## src/rtl/core/agu_pkg.sv

```systemverilog
// shared types, register indexes and constants for the gradient update block
package agu_pkg;

  localparam int VALUE_WIDTH = 32;
  localparam int SUM_WIDTH   = 48;
  localparam int CFG_IDX_W   = 3;
  localparam int QUEUE_DEPTH = 2;

  localparam logic MODE_ADAGRAD  = 1'b0;
  localparam logic MODE_ADADELTA = 1'b1;

  localparam logic [VALUE_WIDTH-1:0] UMAX = {VALUE_WIDTH{1'b1}};
  localparam logic [VALUE_WIDTH-1:0] SMAX = {1'b0, {(VALUE_WIDTH-1){1'b1}}};
  localparam logic [VALUE_WIDTH-1:0] SMIN = {1'b1, {(VALUE_WIDTH-1){1'b0}}};

  // configuration register indexes
  typedef enum logic [CFG_IDX_W-1:0] {
    CFG_MODE       = 3'd0,
    CFG_LEARN_RATE = 3'd1,
    CFG_REG_ALPHA  = 3'd2,
    CFG_DECAY_RHO  = 3'd3,
    CFG_EPSILON    = 3'd4
  } cfg_idx_t;

  typedef struct packed {
    logic                   mode;
    logic [15:0]            learn_rate;
    logic [15:0]            reg_alpha;
    logic [15:0]            decay_rho;
    logic [VALUE_WIDTH-1:0] epsilon;
  } cfg_t;

  typedef struct packed {
    logic [15:0]                   feature_index;
    logic [7:0]                    component_index;
    logic signed [VALUE_WIDTH-1:0] param_value;
    logic [VALUE_WIDTH-1:0]        grad_accum;
    logic [VALUE_WIDTH-1:0]        momentum_accum;
    logic                          last;
  } item_t;

  // queue entry: item, its update mode and weighted gradient
  typedef struct packed {
    item_t                         item;
    logic                          mode;
    logic signed [VALUE_WIDTH-1:0] wg;
  } qent_t;

  typedef struct packed {
    logic [15:0]                   index_out;
    logic [7:0]                    component_out;
    logic signed [VALUE_WIDTH-1:0] new_param;
    logic [VALUE_WIDTH-1:0]        new_grad_accum;
    logic [VALUE_WIDTH-1:0]        new_momentum;
    logic [VALUE_WIDTH-1:0]        local_rate;
    logic                          last_out;
  } res_t;

  typedef enum logic {
    RD_SQRT = 1'b0,
    RD_DIV  = 1'b1
  } rd_op_t;

  typedef struct packed {
    logic        start;
    rd_op_t      op;
    logic [63:0] a;
    logic [31:0] b;
  } rd_req_t;

  typedef struct packed {
    logic        done;
    logic [31:0] res;
  } rd_rsp_t;

  typedef enum logic [4:0] {
    B_IDLE, B_SQ, B_SQW, B_NA1, B_NA2, B_GX, B_ROOTG, B_ROOTM, B_ROOTA,
    B_DIV, B_UPD, B_UPDW, B_MOM1, B_MOM2, B_MOM3, B_MOM4, B_PAR, B_FAC,
    B_MH, B_ML, B_RES, B_OUT
  } back_state_t;

endpackage

```

## src/rtl/core/agu_front.sv

```systemverilog
// front end: takes an item, forms the weighted gradient and queues it
module agu_front (
  input  logic                 clk,
  input  logic                 rst_n,
  input  logic                 in_valid,
  output logic                 in_stall,
  input  agu_pkg::item_t       in_item,
  input  logic signed [31:0]   sparse_wt,
  input  logic signed [31:0]   grad_in,
  input  logic                 mode,
  input  logic                 q_full,
  output logic                 push,
  output agu_pkg::qent_t       push_ent
);
  import agu_pkg::*;

  logic               s1_valid_r, s1_valid_nxt;
  item_t              item_r;
  logic               mode_r;
  logic signed [63:0] prod_r, prod_nxt;
  logic               accept;
  logic               wg_ovf;
  logic signed [31:0] wg;

  // hand-off control
  assign in_stall     = s1_valid_r && q_full;
  assign accept       = in_valid && !in_stall;
  assign push         = s1_valid_r && !q_full;
  assign s1_valid_nxt = accept ? 1'b1 : (push ? 1'b0 : s1_valid_r);
  assign prod_nxt     = sparse_wt * grad_in;

  // weighted gradient, floor shift and saturation
  assign wg_ovf = !((&prod_r[63:47]) || !(|prod_r[63:47]));
  assign wg     = wg_ovf ? (prod_r[63] ? SMIN : SMAX) : prod_r[47:16];

  assign push_ent.item = item_r;
  assign push_ent.mode = mode_r;
  assign push_ent.wg   = wg;

  always_ff @(posedge clk) begin
    if (!rst_n) begin
      s1_valid_r <= 1'b0;
    end else begin
      s1_valid_r <= s1_valid_nxt;
    end
  end

  // item register
  always_ff @(posedge clk) begin
    if (accept) begin
      item_r <= in_item;
      mode_r <= mode;
      prod_r <= prod_nxt;
    end
  end

endmodule

```

## config.mk

```make
export PLATFORM = sky130hd
export DESIGN_NAME = agu_front
export DESIGN_NICKNAME = d
export VERILOG_FILES = /design/src/rtl/core/agu_pkg.sv /design/src/rtl/core/agu_front.sv
export SDC_FILE = /design/constraint.sdc
export NUM_CORES = 2
export LEC_CHECK = 0
export ABC_AREA = 1
export BUFFER_PORTS_ARGS = -buffer_cell sky130_fd_sc_hd__clkbuf_2
export CORE_MARGIN = 4
export CORE_UTILIZATION = 35
export CTS_CLUSTER_SIZE = 24
export DETAILED_ROUTE_END_ITERATION = 7
export PLACE_DENSITY = 0.53
export SLEW_MARGIN = 20
export SYNTH_ARGS = -nofsm -noshare
export SYNTH_HDL_FRONTEND = slang
export SYNTH_SLANG_ARGS = --single-unit
```

## constraint.sdc

```tcl
create_clock -name clk -period 11.4 [get_ports clk]
set_input_delay 0.57 -clock clk [delete_from_list [all_inputs] [get_ports clk]]
set_output_delay 0.57 -clock clk [all_outputs]
set_load 0.03 [all_outputs]
```

# After elaboration in Yosys (flattened, before gate mapping)
# Cells that the tools add are included.
[word_totals]
reg_bits = 187
inputBits = 190
out_inout_bits = 156
elab_cells = 24
[classes]
multipliers = 1
mux = 4
n_reduce_logical = 10
[op_table]
columns = ["operator", "count"]
rows = [
  ["multiplier 32 x 32 -> 64 bit", 1],
  ["2-to-1 mux 32 bit", 2],
  ["AND reduction 17 bit", 1],
  ["OR reduction 17 bit", 1],
  ["logical AND 1 bit", 3],
  ["logical NOT 1 bit", 3],
  ["2-to-1 mux 1 bit", 2],
  ["nonzero test 2 bit", 1],
  ["logical OR 1 bit", 1],
]

# Longest topological paths before layout
[depth]
word_depth = 4
ltp_mapped = 30
depth_no_buf = 29

# Least setup slack after synthesis
# No wires, ideal clock.
[synth_path]
kind = "in2reg"
start = "in q_full"
end = "reg mode_r (enable)"
setup_time_ns = 0.703
arrival_time_ns = 7.872
required_ns = 10.697
slack_ns = 2.825
stages = 3
path_buffers = 0
cell_sequence = "nand2_1 -> inv_1 -> nor2_1"
[synth_between]
elab_chain_cells = 3
[synth_rtl]
columns = ["item", "line_no", "rtl"]
rows = [
  ["from (decl)", "agu_front.sv:11", "input logic q_full,"],
  ["logical AND 1 bit", "agu_front.sv:26", "assign in_stall = s1_valid_r && q_full;"],
  ["named net in_stall", "agu_front.sv:6", "output logic in_stall,"],
  ["logical NOT 1 bit", "agu_front.sv:27", "assign accept = in_valid && !in_stall;"],
  ["logical AND 1 bit", "agu_front.sv:27", ""],
  ["named net accept", "agu_front.sv:21", "logic accept;"],
  ["to (signal assigned)", "agu_front.sv:52", "mode_r <= mode;"],
  ["to (decl)", "agu_front.sv:19", "logic mode_r;"],
]
# The timed path passes the listed nets, and every way through them passes these cells.
# A chain may end at the register's enable or synchronous reset.

# Worst setup path in the final report
[layout_path]
start = "in grad_in[6]"
end = "reg prod_r[54], data pin"
[layout_between]
elab_chain_cells = 1
[layout_rtl]
columns = ["item", "line_no", "rtl"]
rows = [
  ["from (decl)", "agu_front.sv:9", "input logic signed [31:0] grad_in,"],
  ["multiplier 32 x 32 -> 64 bit", "agu_front.sv:30", "assign prod_nxt = sparse_wt * grad_in;"],
  ["named net prod_nxt[54]", "agu_front.sv:20", "logic signed [63:0] prod_r, prod_nxt;"],
  ["to (signal assigned)", "agu_front.sv:53", "prod_r <= prod_nxt;"],
  ["to (decl)", "agu_front.sv:20", ""],
]
# The timed path passes the listed nets, and every way through them passes these cells.

==> impl_metrics.py <==
metrics = {
    "clock_network": {
        "cts-buffers-inserted": 17,
        "resized_after_cts": 0,
        "clock_tree_from_tritoncts": "done",
        "clock_sink_count": 171,
        "worst_skew_pair.late_latency_ns": 0.44,
        "ctsLongestPathBuffers": 2,
        "clk_root_buffer_cell": "sky130_fd_sc_hd__clkbuf_16",
        "post_cts_hold_buffer_count": 0,
        "post-cts-setup-buffers": 0,
        "clk_pin_slew_ns": 0.09,
        "htree_levels": 4,
    },
    "logic_synthesis": {
        "syn-mean-instance-area_um2": 8.41,
        "postSynthCellCount": 5202,
        "netlist_area_um2": 43700,
        "netlist-cell-type-count": 33,
        "synth_seq_area_share_pct": 11.7,
        "synthesis.yosys.warnings": 0,
        "total_of_flip_flops_plus_latches_after_synthesis": 171,
        "synth_nets": 6653,
    },
    "global_routing": {
        "grt_start_max_net_pins": 166,
        "gr-usage-all-layers_pct": 21.0,
        "grt_pass1_wl_mm": 214,
        "grt_antenna_before_repair": 7,
        "grt_pass1_vias": 36700,
        "gr-total-overflow": 0,
    },
    "placement": {
        "place_worst_setup_slack_ns": 2.51,
        "post-place-cells": 7017,
        "detailed_place_hpwl_mm": 109,
        "finalWeightedCongestion": 0.933,
        "io_buffer_count": 345,
    },
    "status": {
        "run_status": "finished, final reports clean",
    },
    "critical_path": {
        "reg2reg_setup_slack_ns": 9.53,
        "worst_setup_end_kind": "register",
        "critPathBufInv": 9,
        "r2r_start": "s1_valid_r",
        "kind_of_start_point_of_the_critical_path": "input port",
        "critPathLaunch": "grad_in[6]",
        "critical_path_capture_point": "prod_r[54]",
        "critical_path.slowest_cell": "sky130_fd_sc_hd__fa_1",
        "critPathArrivalTime_ns": 8.67,
        "critical_path_required_time_ns": 11.58,
        "critPathKind": "input port to register",
        "rr_endpoint": "prod_r[46]",
        "reg2regPathDepth": 4,
        "worst-path-max-fanout": 32,
        "cp_top_family": "adder cells",
        "worstSetupPathDepth": 27,
        "cp_slowest_stage_delay_ns": 0.85,
    },
    "timing": {
        "maxSlewViolCount": 0,
        "slew_headroom_pct": 24.9,
        "timing.setup.tns_ns": 0,
        "final.setup_skew_ns": 0.0123,
        "fin_ws_ns": 2.92,
        "min_period_ns": 8.48,
        "timing.final.crit_share_pct": 74.4,
        "grt_setup_unrepaired": "no",
        "max_slew.worst_pin.slew_ns": 1.13,
        "hold_vio_cnt_final": 0,
        "report.final.setup_viol": 0,
        "fmax_mhz": 118,
    },
    "finish": {
        "syn_to_final_growth_pct": 8.92,
        "layout.cells.non_filler": 7054,
        "fin_nets": 6850,
        "final_common_cell": "sky130_fd_sc_hd__inv_1",
        "post-route-util_pct": 38.4,
        "fillers": 12900,
        "most-common-layout-cells": "sky130_fd_sc_hd__inv_1 (1659), sky130_fd_sc_hd__nand2_1 (1476), sky130_fd_sc_hd__fa_1 (1081)",
        "share_of_post_route_cells_with_drive_strength_above_1_pct": 8.07,
    },
    "floorplan": {
        "dieWidth_um": 362,
        "design.die.area_um2": 131000,
        "die_h_um": 362,
        "io-pin-count": 346,
        "placementRows": 129,
        "start_util_pct": 35.3,
        "floorplan.core_area_um2": 124000,
    },
    "hold_path": {
        "holdCritPathClass": "input port to register",
    },
    "routing": {
        "vias": 32500,
        "dr.first_iter.drc_count": 2045,
        "route.final.wire_length_mm": 133,
        "drt_pre_antenna_iters": 5,
        "drt-wirelength-per-cell_um": 18.8,
        "drt.antenna.violating_nets": 0,
        "route.detailed.vias_per_inst": 4.61,
        "remaining_drc_errors": 0,
    },
    "flow_run": {
        "max-cap-violations": 0,
    },
}
-- cells in the mapped netlist, drive strengths merged --
master	count	share of area, %
nor2	161	1.4
o21bai	10	0.17
xor2	24	0.48
inv	1663	14
nand3	56	0.64
clkbuf	196	1.7
o21a	1	0.017
nand4	10	0.14
buf	4	0.051
nor3	10	0.14
o31ai	1	0.017
o21ai	42	0.48
and3	1	0.014
ha	180	5.1
nand3b	3	0.051
or2	8	0.11
xnor2	6	0.12
dfxtp	1	0.046
fa	1081	49
a21oi	84	0.96
nand2	1481	13
nand2b	1	0.014
nor4	7	0.13
a21boi	1	0.017
edfxtp	170	12
-- stage by stage --
step           hold WS [ns]  area [µm²]
2_1_floorplan         0.463       43700
3_3_place_gp          0.474       47000
3_5_place_dp          0.486       47000
4_1_cts               0.273       47600
5_1_grt               0.266       47600
6_report              0.296       47600
-- routing by layer --
| layer | global-route usage (%) | up-vias | part of all wire, % |
|---|---|---|---|
| li1 | - | 14800 | - |
| met1 | 27.6 | 16900 | 42 |
| met2 | 38.1 | 727 | 52 |
| met3 | 2.11 | 135 | 4.1 |
| met4 | 3.80 | 2 | 1.9 |
| met5 | 0 | - | 0.0098 |
-- worst min path at each step --
| stage | start | endpoint | slack [ns] | cells after the start |
|---|---|---|---|---|
| after global routing | in_item[5] | push_ent[38] | 0.27 | 1 |
| after floorplan | s1_valid_r | s1_valid_r | 0.46 | 2 |
| after CTS | in_item[17] | push_ent[50] | 0.27 | 1 |
| after detailed placement | s1_valid_r | s1_valid_r | 0.49 | 2 |
| after global placement | s1_valid_r | s1_valid_r | 0.47 | 2 |
| final | in_item[5] | push_ent[38] | 0.30 | 1 |
-- logic make-up after synthesis --
kind of cell	count (synthesis)	share of synthesized area [%]
simple gates	1738	15.4
compound gates	139	1.66
fa+ha+maj	1261	54.6
flops	171	11.7
buf+inv	1863	16.0
xor+xnor	30	0.601
-- registers in the layout (all words and copies together) (netlist names) --
register and count:
push_ent 121, prod_r 48, mode_r 1, s1_valid_r 1
-- cell type report --
cell class | count | area, µm² | share of cell area [%]
multi-input cells | 3168 | 31600 | 66.4
clock inverters | 15 | 175 | 0.368
clock buffers | 17 | 425 | 0.893
diodes | 5 | 12.5 | 0.0263
repair buffers | 378 | 1990 | 4.17
flip-flops and latches | 171 | 5120 | 10.8
well taps | 1637 | 2050 | 4.30
inverters | 1663 | 6240 | 13.1
Power is left out: the tool's default activity adds up to more than one toggle a clock period on the data nets, which glitch-free logic cannot reach.
