<file path="config.mk">
export PLATFORM = sky130hd
export DESIGN_NAME = agu_queue
export DESIGN_NICKNAME = d
export VERILOG_FILES = /design/src/rtl/core/agu_pkg.sv /design/src/rtl/core/agu_queue.sv
export SDC_FILE = /design/constraint.sdc
export NUM_CORES = 1
export LEC_CHECK = 0
export BUFFER_PORTS_ARGS = -buffer_cell sky130_fd_sc_hd__buf_4
export CORE_MARGIN = 2
export CORE_UTILIZATION = 56
export DETAILED_ROUTE_END_ITERATION = 10
export MAX_ROUTING_LAYER = met4
export PLACE_DENSITY_LB_ADDON = 0.05
export SYNTH_ARGS = -nofsm -noshare
export SYNTH_HDL_FRONTEND = slang
export SYNTH_SLANG_ARGS = --single-unit
</file>
<file path="constraint.sdc">
create_clock -name clk -period 21.6 [get_ports clk]
set_clock_uncertainty 0.05 [all_clocks]
set_input_delay 3.24 -clock clk [delete_from_list [all_inputs] [get_ports clk]]
set_output_delay 3.24 -clock clk [all_outputs]
set_load 0.005 [all_outputs]
</file>
<file path="src/rtl/core/agu_pkg.sv">
// shared types, register indexes and constants for the gradient update block
package agu_pkg;

  localparam int VALUE_WIDTH = 32;
  localparam int SUM_WIDTH   = 48;
  localparam int CFG_IDX_W   = 3;
  localparam int QUEUE_DEPTH = 2;

  localparam logic MODE_ADAGRAD  = 1'b0;
  localparam logic MODE_ADADELTA = 1'b1;

  localparam logic [VALUE_WIDTH-1:0] UMAX = {VALUE_WIDTH{1'b1}};
  localparam logic [VALUE_WIDTH-1:0] SMAX = {1'b0, {(VALUE_WIDTH-1){1'b1}}};
  localparam logic [VALUE_WIDTH-1:0] SMIN = {1'b1, {(VALUE_WIDTH-1){1'b0}}};

  // configuration register indexes
  typedef enum logic [CFG_IDX_W-1:0] {
    CFG_MODE       = 3'd0,
    CFG_LEARN_RATE = 3'd1,
    CFG_REG_ALPHA  = 3'd2,
    CFG_DECAY_RHO  = 3'd3,
    CFG_EPSILON    = 3'd4
  } cfg_idx_t;

  typedef struct packed {
    logic                   mode;
    logic [15:0]            learn_rate;
    logic [15:0]            reg_alpha;
    logic [15:0]            decay_rho;
    logic [VALUE_WIDTH-1:0] epsilon;
  } cfg_t;

  typedef struct packed {
    logic [15:0]                   feature_index;
    logic [7:0]                    component_index;
    logic signed [VALUE_WIDTH-1:0] param_value;
    logic [VALUE_WIDTH-1:0]        grad_accum;
    logic [VALUE_WIDTH-1:0]        momentum_accum;
    logic                          last;
  } item_t;

  // queue entry: item, its update mode and weighted gradient
  typedef struct packed {
    item_t                         item;
    logic                          mode;
    logic signed [VALUE_WIDTH-1:0] wg;
  } qent_t;

  typedef struct packed {
    logic [15:0]                   index_out;
    logic [7:0]                    component_out;
    logic signed [VALUE_WIDTH-1:0] new_param;
    logic [VALUE_WIDTH-1:0]        new_grad_accum;
    logic [VALUE_WIDTH-1:0]        new_momentum;
    logic [VALUE_WIDTH-1:0]        local_rate;
    logic                          last_out;
  } res_t;

  typedef enum logic {
    RD_SQRT = 1'b0,
    RD_DIV  = 1'b1
  } rd_op_t;

  typedef struct packed {
    logic        start;
    rd_op_t      op;
    logic [63:0] a;
    logic [31:0] b;
  } rd_req_t;

  typedef struct packed {
    logic        done;
    logic [31:0] res;
  } rd_rsp_t;

  typedef enum logic [4:0] {
    B_IDLE, B_SQ, B_SQW, B_NA1, B_NA2, B_GX, B_ROOTG, B_ROOTM, B_ROOTA,
    B_DIV, B_UPD, B_UPDW, B_MOM1, B_MOM2, B_MOM3, B_MOM4, B_PAR, B_FAC,
    B_MH, B_ML, B_RES, B_OUT
  } back_state_t;

endpackage

</file>
<file path="src/rtl/core/agu_queue.sv">
// short queue between front and back end
module agu_queue (
  input  logic           clk,
  input  logic           rst_n,
  input  logic           push,
  input  agu_pkg::qent_t push_ent,
  output logic           full,
  input  logic           pop,
  output logic           valid,
  output agu_pkg::qent_t head
);
  import agu_pkg::*;

  localparam int PTR_W = (QUEUE_DEPTH > 1) ? $clog2(QUEUE_DEPTH) : 1;
  localparam int CNT_W = $clog2(QUEUE_DEPTH + 1);

  qent_t              slots [QUEUE_DEPTH];
  logic [PTR_W-1:0]   wr_ptr_r, wr_ptr_nxt;
  logic [PTR_W-1:0]   rd_ptr_r, rd_ptr_nxt;
  logic [CNT_W-1:0]   count_r, count_nxt;

  assign full  = (count_r == CNT_W'(QUEUE_DEPTH));
  assign valid = (count_r != '0);
  assign head  = slots[rd_ptr_r];

  // pointer and fill count
  always_comb begin
    wr_ptr_nxt = wr_ptr_r;
    rd_ptr_nxt = rd_ptr_r;
    count_nxt  = count_r;
    if (push) begin
      wr_ptr_nxt = (wr_ptr_r == PTR_W'(QUEUE_DEPTH - 1)) ? '0 : wr_ptr_r + 1'b1;
    end
    if (pop) begin
      rd_ptr_nxt = (rd_ptr_r == PTR_W'(QUEUE_DEPTH - 1)) ? '0 : rd_ptr_r + 1'b1;
    end
    if (push && !pop) begin
      count_nxt = count_r + 1'b1;
    end else if (pop && !push) begin
      count_nxt = count_r - 1'b1;
    end
  end

  always_ff @(posedge clk) begin
    if (!rst_n) begin
      wr_ptr_r <= '0;
      rd_ptr_r <= '0;
      count_r  <= '0;
    end else begin
      wr_ptr_r <= wr_ptr_nxt;
      rd_ptr_r <= rd_ptr_nxt;
      count_r  <= count_nxt;
    end
  end

  // entry storage
  always_ff @(posedge clk) begin
    if (push) begin
      slots[wr_ptr_r] <= push_ent;
    end
  end

endmodule

</file>
Word level (Yosys, flattened, before mapping) --
Memories as Yosys holds them, arrays and structs flattened. A register that Yosys moved wholly into a read port is not among the register bits. Index checks and enable logic that the tools add are counted.
Word-level totals: logic and storage cells 23, input port bits 158, memory bits (writable) 308, output and inout bits 156, register bits after elaboration 4, memories 1
Memory list:
- slots | depth 2, bits a word 154, read ports 1, clocked after Yosys merged registers in 1, wr ports 1, line agu_queue.sv:17 | qent_t slots [QUEUE_DEPTH];
Cells by class: equal/unequal tests 1, reductions and logical operators 6, mux-type cells 8, add/subtract/negate cells 4
Operator list (number):
- $mux W1 | 6
- $mux W2 | 2
- $reduce_bool A2 Y1 | 2
- $add A1 B1 Y1 const B | 2
- $add A2 B1 Y2 const B | 1
- $eq A2 B2 Y1 const B | 1
- $logic_and A1 B1 Y1 | 2
- $logic_not A1 Y1 | 2
- $sub A2 B1 Y2 const B | 1

Logic depth before layout (Yosys ltp) --
Gate-level depths: netlist of the first run.
word-level depth 4, gate-level depth with buffers 5, depth with buffers taken out 5

Least setup slack after synthesis of the first run --
Ideal clock, no wire load.
path kind input to register, start point in push, end point mem slots[0][0] (netlist name) (enable), data arrival time 9930 ps, path slack 10932 ps, path buffers 0, data required time 20862 ps, stages on the path 1, setup time 688 ps, path through nor2b_1
On the way: word-level cells in the longest chain between the ends 2
RTL lines:
- start: declaration | line agu_queue.sv:5 | input logic push,
- $mux W1 | line agu_queue.sv:58 | if (push) begin
- $mux W1 (implied by the code) | line agu_queue.sv:59 | slots[wr_ptr_r] <= push_ent;
- end: declaration | line agu_queue.sv:17
No other way between the ends.

==> results of run 1 <==
## metrics by stage
stage	hold slack, ns	cell area (µm²)	setup slack, ns	std cells
after floorplan	0.4178	11560	10.93	501
after global placement	0.4343	14160	15.52	1071
after detailed placement	0.4665	14160	15.44	1071
after CTS	0.4730	15060	14.87	1126
after global routing	0.5273	15060	14.75	1126
final	0.4712	15060	14.90	1126
## registers in the layout, summed over array words and instances, names as in the netlist, named ones only
signal / count
wr_ptr_r: 1
slots: 308
count_r: 2
rd_ptr_r: 1
## cells in the final DEF, fill, tap and decap left out, drive strengths merged, types with 2 or more instances in the layout
master,Yosys,final
mux2,154,154
nor2b,3,3
edfxtp,308,308
and2,4,4
clkinv,0,14
clkbuf,0,39
dfxtp,5,5
buf,17,317
xor2,2,2
## logic make-up (layout without fill, tap and decap cells)
kind of cell	after synthesis	count (layout)	share of synthesized area [%]
flops	313	313	80.86
mux	154	154	16.95
buf+inv	18	373	1.201
simple gates	9	9	0.4870
compound gates	3	3	0.1731
xor+xnor	3	3	0.2273
fa+ha+maj	1	1	0.1082
## routing by layer
metal / global-route usage [%] / wire length [µm] / part of all wire [%] / up-vias
met5: - / 0 / 0 / -
met4: 7.115 / 747 / 3.3 / 0
met3: 6.235 / 2014 / 8.9 / 42
met2: 34.74 / 11460 / 51 / 239
met1: 24.08 / 8379 / 37 / 2888
li1: - / - / - / 2648
## worst reg2reg max path, stage by stage, from the launching register on
cell     delay, ns
dfxtp_1       0.40
and2_4        0.83
buf_4         1.02
## power by group through the flow
| stage | combinational (mW) | clock, mW | sequential, mW |
|---|---|---|---|
| 6_report | 0.149 | 0.478 | 0.717 |
| 5_1_grt | 0.160 | 0.511 | 0.720 |
| 2_1_floorplan | 0.0739 | 0 | 0.726 |
| 4_1_cts | 0.152 | 0.487 | 0.718 |
| 3_5_place_dp | 0.151 | 0 | 0.731 |
| 3_3_place_gp | 0.147 | 0 | 0.728 |
## how the worst min path moves through the flow
stage,end,startpoint,depth (start not counted),slack (ns)
after floorplan,count_r[1],count_r[1],2,0.42
after global placement,count_r[1],count_r[1],2,0.43
after detailed placement,count_r[1],count_r[1],2,0.47
after CTS,count_r[1],count_r[1],2,0.47
after global routing,count_r[1],count_r[1],2,0.53
final,count_r[1],count_r[1],2,0.47
## cells in the mapped netlist
| cell | number | area share [%] |
|---|---|---|
| xor2_1 | 2 | 0.15 |
| inv_1 | 1 | 0.032 |
| a21boi_0 | 1 | 0.065 |
| o21ai_0 | 1 | 0.043 |
| o21a_1 | 1 | 0.065 |
| buf_2 | 9 | 0.39 |
| or3_1 | 1 | 0.054 |
| edfxtp_1 | 308 | 80 |
| nor2b_1 | 3 | 0.16 |
| mux2_2 | 94 | 9.2 |
| xnor2_1 | 1 | 0.076 |
| mux2_4 | 60 | 7.8 |
| buf_6 | 8 | 0.78 |
| and2_1 | 4 | 0.22 |
| ha_1 | 1 | 0.11 |
| dfxtp_1 | 5 | 0.87 |
| or2_2 | 1 | 0.054 |
## final cells by class
class                           instances  area, µm²
Sequential cell                       313       9353
Clock inverter                         16      98.84
Multi-Input combinational cell        170       2085
Tap cell                              270      337.8
Fill cell                            1202       5171
Inverter                                1      3.754
Timing Repair Buffer                  317       2380
Clock buffer                           39      805.8
==> out/results.tsv, run 1 <==
stage	metric	value	unit
power_and_ir_drop	power.combinational.fraction	11.1	%
setup_path	reg2reg_from	wr_ptr_r	
power_and_ir_drop	clockPowerShare	35.6	%
global_route	groute.usage.overall	20.75	%
routing	wire_per_inst	20.07	µm
setup_path	crit_path_end	head[133]	
power_and_ir_drop	p_leak	5.765	nW
setup_path	critical_path.reg2reg.endpoint	slots[1][55]	
global_route	overflow	0	
clocking	cts-root-to-sink-buffers	3	
setup_path	timing.critical_path.depth	3	
sta	finalWorstPathRequiredPeriod	6.697	ns
setup_path	reg2reg_depth	2	
power_and_ir_drop	power_density	89.28	nW/µm²
synth	synth_nets	660	
sta	final.setup.tns	0	ns
die	die_width	147.7	µm
global_route	grt_start_max_net_pins	84	
clocking	post_cts_repair_setup_buffers	0	
sta	worst_slew_margin_rel	19.27	%
setup_path	timing.critical_path.required	18.31	ns
sta	setup_violations	0	
setup_path	crit_path_frequent_cell	buf_4	
clocking	clock_tree.root_cell	clkbuf_16	
setup_path	worstSetupPathType	flop to output port	
global_route	antenna_found_initial	0	
run	max_capacitance_violation_count	0	
routing	route.antenna.remaining_nets	0	
die	floorplan.initialDensity	57.14	%
power_and_ir_drop	p_int	1.069	mW
routing	drt-total-wl	22.60	mm
clocking	cts_buffers	30	
setup_path	cp_slowest_cell	dfxtp_4	
clocking	htreeDepth	1	
routing	drt_iter0_markers	245	
power_and_ir_drop	power.sequential.fraction	53.3	%
power_and_ir_drop	total_switching_power	0.2762	mW
sta	max_freq	149.3	MHz
placement	port_buffers	313	
setup_path	worst-endpoint-arrival	3.41	ns
setup_path	timing.critical_path.to_type	output port	
synth	ys_seq_elements	313	
synth	yosysWarnings	0	
run_status	outcome	finished, final reports clean	
global_route	first_global_vias	6260	
clocking	post_cts_resize_count	0	
die	core_area	20230	µm²
power_and_ir_drop	switching_share	20.54	%
routing	vias	5817	
clocking	clock_sinks	313	
setup_path	crit_chain	buf_4 > mux2_2 > buf_4	
hold_path	hold_path_class	flop to flop	
final_layout	finalNetCount	992	
die	fp-row-count	52	
final_layout	postLayoutCoreUtil	74.44	%
clocking	clk_latency	0.53	ns
final_layout	diodes	0	
setup_path	r2r_slack	18.89	ns
clocking	cts_tree	built	
synth	synth-seq-area-share	80.86	%
setup_path	critical-path-top-delay-family	flip-flops	
setup_path	critPathMaxFanout	81	
routing	dr.pass1.iters	6	
synth	synth_area	11560	µm²
routing	residual_drc	0	
sta	slew_viol_final	0	
synth	synth_cell_type_count	17	
sta	grt_setup_unrepaired	no	
die	dieArea	21810	µm²
setup_path	cp.buffers_inverters	2	
placement	place_congestion	0.7829	
synth	synthCells	501	
routing	routed_via_density	5.166	
final_layout	drive_gt1_share	60.16	%
clocking	cts.clk_slew.worst_paths	0.06	ns
global_route	grt_pass1_wl	33.58	mm
setup_path	cpPeakStageDelay	1.10	ns
sta	final_hold_viol_count	0	
synth	synth_area_per_cell	23.08	µm²
power_and_ir_drop	vdd_ir_drop_max	0.00006904	V
setup_path	timing.critical_path.from_type	flop	
clocking	holdBufCountCts	0	
placement	post-dp-hpwl	15.15	mm
sta	min_period_over_period	31.01	%
die	floorplan.io_pins	314	
power_and_ir_drop	finalPower	1.345	mW
sta	worst-slew-pin-transition	1.211	ns
die	fp.dieH	147.7	µm
final_layout	area_delta_synth_final	30.28	%
(Power assumes the default switching activity.)
==> run 2: changes to the inputs <==
--- a/config.mk
+++ b/config.mk
@@ -5,9 +5,10 @@
 export SDC_FILE = /design/constraint.sdc
 export NUM_CORES = 1
 export LEC_CHECK = 0
+export ABC_AREA = 1
 export BUFFER_PORTS_ARGS = -buffer_cell sky130_fd_sc_hd__buf_4
 export CORE_MARGIN = 2
-export CORE_UTILIZATION = 56
+export CORE_UTILIZATION = 52
 export DETAILED_ROUTE_END_ITERATION = 10
 export MAX_ROUTING_LAYER = met4
 export PLACE_DENSITY_LB_ADDON = 0.05
==> constraint.sdc (replaced) <==
create_clock -name clk -period 6.7 [get_ports clk]
set_clock_uncertainty 0.05 [all_clocks]
set_input_delay 1.005 -clock clk [delete_from_list [all_inputs] [get_ports clk]]
set_output_delay 1.005 -clock clk [all_outputs]
set_load 0.005 [all_outputs]
==> run 2 against run 1 <==
- sequential share of layout area is 0.057 points lower
- worst setup slack worse by 12 ns
- utilization is 5.4 points lower
- register-to-register slack worse by 15 ns
- flip-flop and latch count stayed put
- non-clock buffer count stayed put
- wire length is 0.79% lower
- global-route usage is 1.7 points lower
- clock power grew to 3.2 times the previous value
- first-iteration DRC count is 51% higher
- hold slack better by 0.0064 ns
- critical path type unchanged
- die area is 7.6% higher
==> out/results.tsv, run 2 <==
stage	metric	value	unit
sta	setup_violations	0	
sta	final.setup.tns	0	ns
setup_path	worst-endpoint-arrival	2.76	ns
final_layout	number_of_flip_flops_under_the_largest_register_name	308	
sta	grt_setup_unrepaired	no	
sta	finalWorstPathRequiredPeriod	3.816	ns
routing	met2_length	11.60	mm
synth	async_reset_ff_share	0	%
placement	port_buffers	313	
global_route	grt_start_max_net_pins	94	
synth	synth.cells.most_frequent	edfxtp_1 (308), mux2_2 (94), mux2_4 (60)	
die	dieArea	23460	µm²
sta	final_hold_viol_count	0	
setup_path	timing.critical_path.from_type	flop	
setup_path	timing.critical_path.required	5.64	ns
routing	routed.top_layer	met4	
power_and_ir_drop	p_leak	5.793	nW
clocking	cts-root-to-sink-buffers	3	
global_route	grt_pass1_wl	33.44	mm
synth	synth.area.top_cells	edfxtp_1 (80%), mux2_2 (9.1%), mux2_4 (7.8%), dfxtp_1 (0.87%), buf_6 (0.78%)	
routing	drt-total-wl	22.43	mm
setup_path	worstSetupPathType	flop to output port	
synth	synth-seq-area-share	80.80	%
final_layout	drive_gt1_share	58.96	%
sta	max_freq	262.0	MHz
routing	met3WireLength	2.018	mm
final_layout	diodes	0	
final_layout	finish.cell_count_without_fillers	1145	
clocking	clk_latency	0.53	ns
clocking	holdBufCountCts	0	
routing	route.layer.met1.wl	8.088	mm
routing	routed_via_density	5.069	
synth	synthMostInstantiatedCell	edfxtp_1	
placement	place_congestion	0.8244	
final_layout	finalNetCount	1005	
synth	synth_nets	673	
clocking	htreeDepth	1	
clocking	clock_sinks	313	
routing	dr.pass1.iters	5	
final_layout	commonest_non_fill_non_tap_cells_in_the_layout	buf_4 (316), edfxtp_1 (308), mux2_2 (94)	
synth	synth_cell_type_count	14	
die	die_width	153.2	µm
setup_path	cpPeakStageDelay	1.08	ns
clocking	clock_tree.root_cell	clkbuf_16	
final_layout	layout_top_registers	slots x308, count_r x2	
synth	postSynth.topFlopCell	edfxtp_1	
clocking	post_cts_resize_count	0	
clocking	post_cts_repair_setup_buffers	0	
routing	wire_per_inst	19.59	µm
synth	yosysWarnings	0	
run_status	outcome	finished, final reports clean	
sta	worst-slew-pin-transition	1.118	ns
synth	yosysTopAreaCellShare	79.93	%
global_route	antenna_found_initial	0	
synth	synth_area	11570	µm²
synth	ys_seq_elements	313	
hold_path	hold_path_class	flop to flop	
clocking	cts_buffers	30	
clocking	cts_tree	built	
global_route	overflow	0	
synth	synth_largest_area_cell	edfxtp_1	
die	floorplan.io_pins	314	
sta	slew_viol_final	0	
synth	synth_area_per_cell	22.51	µm²
routing	drt_iter0_markers	371	
synth	synthCells	514	
die	fp.dieH	153.2	µm
final_layout	fill_cells	1434	
setup_path	timing.critical_path.to_type	output port	
die	core_area	21820	µm²
setup_path	cp.buffers_inverters	2	
setup_path	crit_chain	buf_12 > mux2_2 > buf_4	
power_and_ir_drop	finalPower	4.264	mW
sta	worst_slew_margin_rel	25.49	%
final_layout	registers.top_by_ff_count	slots	
global_route	groute.usage.overall	19.05	%
setup_path	cp_slowest_cell	dfxtp_4	
placement	dpl.cell_count	1094	
power_and_ir_drop	vdd_ir_drop_max	0.0002479	V
die	floorplan.initialDensity	53.02	%
final_layout	area_delta_synth_final	30.30	%
synth	number_of_flops_mapped_to_enable_cells_by_yosys	308	
setup_path	critical-path-top-delay-family	flip-flops	
sta	min_period_over_period	56.96	%
final_layout	final_common_cell	buf_4	
routing	vias	5804	
clocking	cts.clk_slew.worst_paths	0.06	ns
routing	route.antenna.remaining_nets	0	
routing	residual_drc	0	
setup_path	critPathMaxFanout	78	
die	fp-row-count	54	
power_and_ir_drop	power_density	282.8	nW/µm²
global_route	first_global_vias	6197	
placement	post-dp-hpwl	14.95	mm
run	max_capacitance_violation_count	0	
-- run 2: power breakdown --
part	leakage, nW	internal, mW	switching (mW)	total [mW]
Sequential	2.93	2.27	0.0398	2.31
Combinational	2.43	0.262	0.172	0.434
Clock	0.432	0.873	0.646	1.52
-- run 2: logic make-up after synthesis --
family | Yosys count | synth area share [%]
flip-flops | 313 | 80.80
multiplexers | 154 | 16.93
buffers and inverters | 25 | 1.427
AND/OR/NAND/NOR | 19 | 0.6488
AO/OA/AOI/OAI | 2 | 0.08642
adder cells (fa/ha/maj) | 1 | 0.1081
-- run 2: per-stage QoR --
step | hold slack (ns) | instance area [µm²] | util [%] | worst slack (ns)
after floorplan | 0.4135 | 11570 | - | 1.180
after global routing | 0.5103 | 15080 | 69.09 | 2.735
after CTS | 0.4778 | 15080 | 69.09 | 2.837
final | 0.4775 | 15080 | 69.09 | 2.884
after detailed placement | 0.4673 | 14190 | 65.04 | 3.416
after global placement | 0.4291 | 14190 | 65.04 | 3.465
-- run 2: final cells by class --
class	instances	area, µm²	area share, %
flip-flops and latches	313	9353	62.03
repair buffers	317	2392	15.87
multi-input cells	176	2064	13.69
clock buffers	39	805.8	5.344
well taps	280	350.3	2.324
clock inverters	12	76.32	0.5062
inverters	8	35.03	0.2324
-- run 2: final timing paths --
check	from	to	slack, ns	cells past startpoint
min	rd_ptr_r	flop	0.48	3
min reg2reg	rd_ptr_r	flop	0.48	3
max reg2reg	wr_ptr_r	slots[1][49]	4.21	3
max	flop	head[148]	2.88	3
-- run 2: metal layers --
| metal | track usage, % | vias up |
|---|---|---|
| met3 | 6.408 | 51 |
| met5 | - | - |
| met4 | 6.702 | 0 |
| li1 | - | 2683 |
| met1 | 21.22 | 2843 |
| met2 | 32.16 | 227 |
-- run 2: worst register-to-register path: cells and delay by family (launching register included) --
family        cells  cell delay (ns)
buf+inv           2             1.50
flops             1             0.39
simple gates      1             0.15
==> run 3: changes to the inputs <==
--- a/config.mk
+++ b/config.mk
@@ -8,7 +8,7 @@
 export ABC_AREA = 1
 export BUFFER_PORTS_ARGS = -buffer_cell sky130_fd_sc_hd__buf_4
 export CORE_MARGIN = 2
-export CORE_UTILIZATION = 52
+export CORE_UTILIZATION = 47
 export DETAILED_ROUTE_END_ITERATION = 10
 export MAX_ROUTING_LAYER = met4
 export PLACE_DENSITY_LB_ADDON = 0.05
==> constraint.sdc (replaced) <==
create_clock -name clk -period 3.4 [get_ports clk]
set_clock_uncertainty 0.05 [all_clocks]
set_input_delay 0.51 -clock clk [delete_from_list [all_inputs] [get_ports clk]]
set_output_delay 0.51 -clock clk [all_outputs]
set_load 0.005 [all_outputs]
==> run 3 against run 2 <==
- utilization down 6.5 points
- clock-buffer cell count up 4
- wire length up 3.5%
- highest routed layer unchanged
==> out/results.tsv, run 3 (synthesis results as in run 2) <==
stage	metric	value	unit
run_status	outcome	finished, final reports clean	
routing	dr.pass1.iters	4	
power_and_ir_drop	p_leak	5.813	nW
placement	post-dp-hpwl	15.90	mm
die	fp.dieH	160.9	µm
power_and_ir_drop	power.sequential.fraction	54.1	%
final_layout	fill_cells	1773	
setup_path	reg2reg_depth	3	
routing	residual_drc	0	
final_layout	number_of_flip_flops_under_the_largest_register_name	308	
global_route	grt_pass1_wl	34.41	mm
setup_path	critPathMaxFanout	29	
power_and_ir_drop	switching_share	20.49	%
final_layout	layout_top_registers	slots x308, count_r x2	
sta	worst-slew-pin-transition	0.8600	ns
clocking	clock_sinks	313	
setup_path	timing.critical_path.required	2.84	ns
routing	drt-total-wl	23.21	mm
placement	placed_area	14300	µm²
sta	finalWorstPathRequiredPeriod	2.772	ns
power_and_ir_drop	power.combinational.fraction	10.6	%
sta	min_period_over_period	81.52	%
clocking	clock_tree.root_cell	clkbuf_16	
sta	grt_setup_unrepaired	no	
final_layout	commonest_non_fill_non_tap_cells_in_the_layout	buf_4 (323), edfxtp_1 (308), mux2_2 (94)	
sta	slew_viol_final	0	
placement	port_buffers	313	
sta	whs	0.09259	ns
setup_path	worstSetupPathType	flop to output port	
hold_path	timing.hold.worst_path_depth	1	
final_layout	finish.cell_count_without_fillers	1200	
clocking	holdBufCountCts	0	
routing	drt_iter0_markers	358	
setup_path	r2r_slack	1.68	ns
final_layout	stdcell_area	15170	µm²
routing	wire_per_inst	19.34	µm
setup_path	worst-endpoint-arrival	2.21	ns
die	floorplan.initialDensity	47.72	%
setup_path	critical_path.reg2reg.endpoint	slots[1][109]	
placement	place_ws	1.146	ns
die	fp-row-count	57	
clocking	cts_buffers	31	
final_layout	final_common_cell	buf_4	
final_layout	diodes	0	
sta	final_hold_viol_count	0	
final_layout	drive_gt1_share	58.79	%
die	floorplan.io_pins	314	
sta	setup_slack	0.6283	ns
hold_path	hold_path_class	input port to flop	
hold_path	min_to	slots[0][87]	
setup_path	timing.critical_path.to_type	output port	
die	die_width	160.9	µm
final_layout	area_delta_synth_final	31.14	%
power_and_ir_drop	total_switching_power	1.717	mW
sta	final.setup.tns	0	ns
placement	place_congestion	0.7567	
sta	setup_violations	0	
power_and_ir_drop	power_density	552.0	nW/µm²
clocking	post_cts_repair_setup_buffers	0	
run	max_capacitance_violation_count	0	
die	core_area	24250	µm²
routing	route.antenna.remaining_nets	0	
global_route	groute.usage.overall	18.00	%
clocking	post_cts_resize_count	0	
placement	dpl.cell_count	1145	
global_route	grt_start_max_net_pins	63	
sta	max_freq	360.8	MHz
global_route	first_global_vias	6251	
final_layout	finalNetCount	1013	
hold_path	timing.hold.worst.start	push_ent[87]	
clocking	cts_tree	built	
global_route	antenna_found_initial	0	
power_and_ir_drop	clockPowerShare	35.3	%
clocking	cts.clk_slew.worst_paths	0.06	ns
final_layout	registers.top_by_ff_count	slots	
clocking	clk_latency	0.54	ns
routing	routed_via_density	4.823	
routing	vias	5787	
power_and_ir_drop	p_int	6.660	mW
power_and_ir_drop	vdd_ir_drop_max	0.0003433	V
clocking	cts-root-to-sink-buffers	3	
setup_path	reg2reg_from	wr_ptr_r	
die	dieArea	25890	µm²
sta	worst_slew_margin_rel	42.66	%
global_route	overflow	0	
clocking	htreeDepth	1	
setup_path	timing.critical_path.from_type	flop	
run 3: cell count changes in the layout (fill, tap and decap cells not counted):
cell / change
clkinv_1: +2
clkinvlp_4: +1
bufinv_16: -1
buf_4: +7
clkbuf_1: +4
clkinv_2: -2
run 3: routing by layer:
metal	global-route usage, %	up-vias	wire length, µm
met5	-	-	0
met4	5.317	0	521
met3	5.579	34	1973
met2	30.59	217	11910
met1	20.64	2826	8798
li1	-	2710	-
run 3: layout make-up:
| cell class | count | area, µm² | share of cell area [%] |
|---|---|---|---|
| clock buffer | 43 | 820.8 | 5.409 |
| clock inverter | 12 | 52.55 | 0.3463 |
| tap | 324 | 405.4 | 2.671 |
| sequential | 313 | 9353 | 61.63 |
| inverter | 8 | 33.78 | 0.2226 |
| timing repair buffer | 324 | 2445 | 16.11 |
| multi-input combinational | 176 | 2064 | 13.60 |
run 3: how the worst max path moves through the flow:
stage,end,depth (start not counted)
finish,head[36],3
global route,head[26],3
CTS,head[144],3
detailed placement,head[144],3
global placement,head[22],3
floorplan,slots[1][0],2
run 3: power by group through the flow:
stage,sequential [mW],clock [mW],combinational [mW]
finish,4.53,2.96,0.886
global route,4.55,3.21,0.955
CTS,4.54,3.04,0.905
detailed placement,4.62,0,0.901
global placement,4.60,0,0.882
floorplan,4.60,0,0.407
run 3: stage by stage:
stage	utilization (%)	total power, mW
after floorplan	-	5.003
after global placement	58.98	5.486
after detailed placement	58.98	5.517
after CTS	62.58	8.484
after global routing	62.58	8.714
final	62.58	8.377
run 3: critical path, stage by stage, from the launching register on:
cell and delay (ns):
dfxtp_4 0.69, buf_4 0.44, mux2_2 0.39, buf_4 0.14
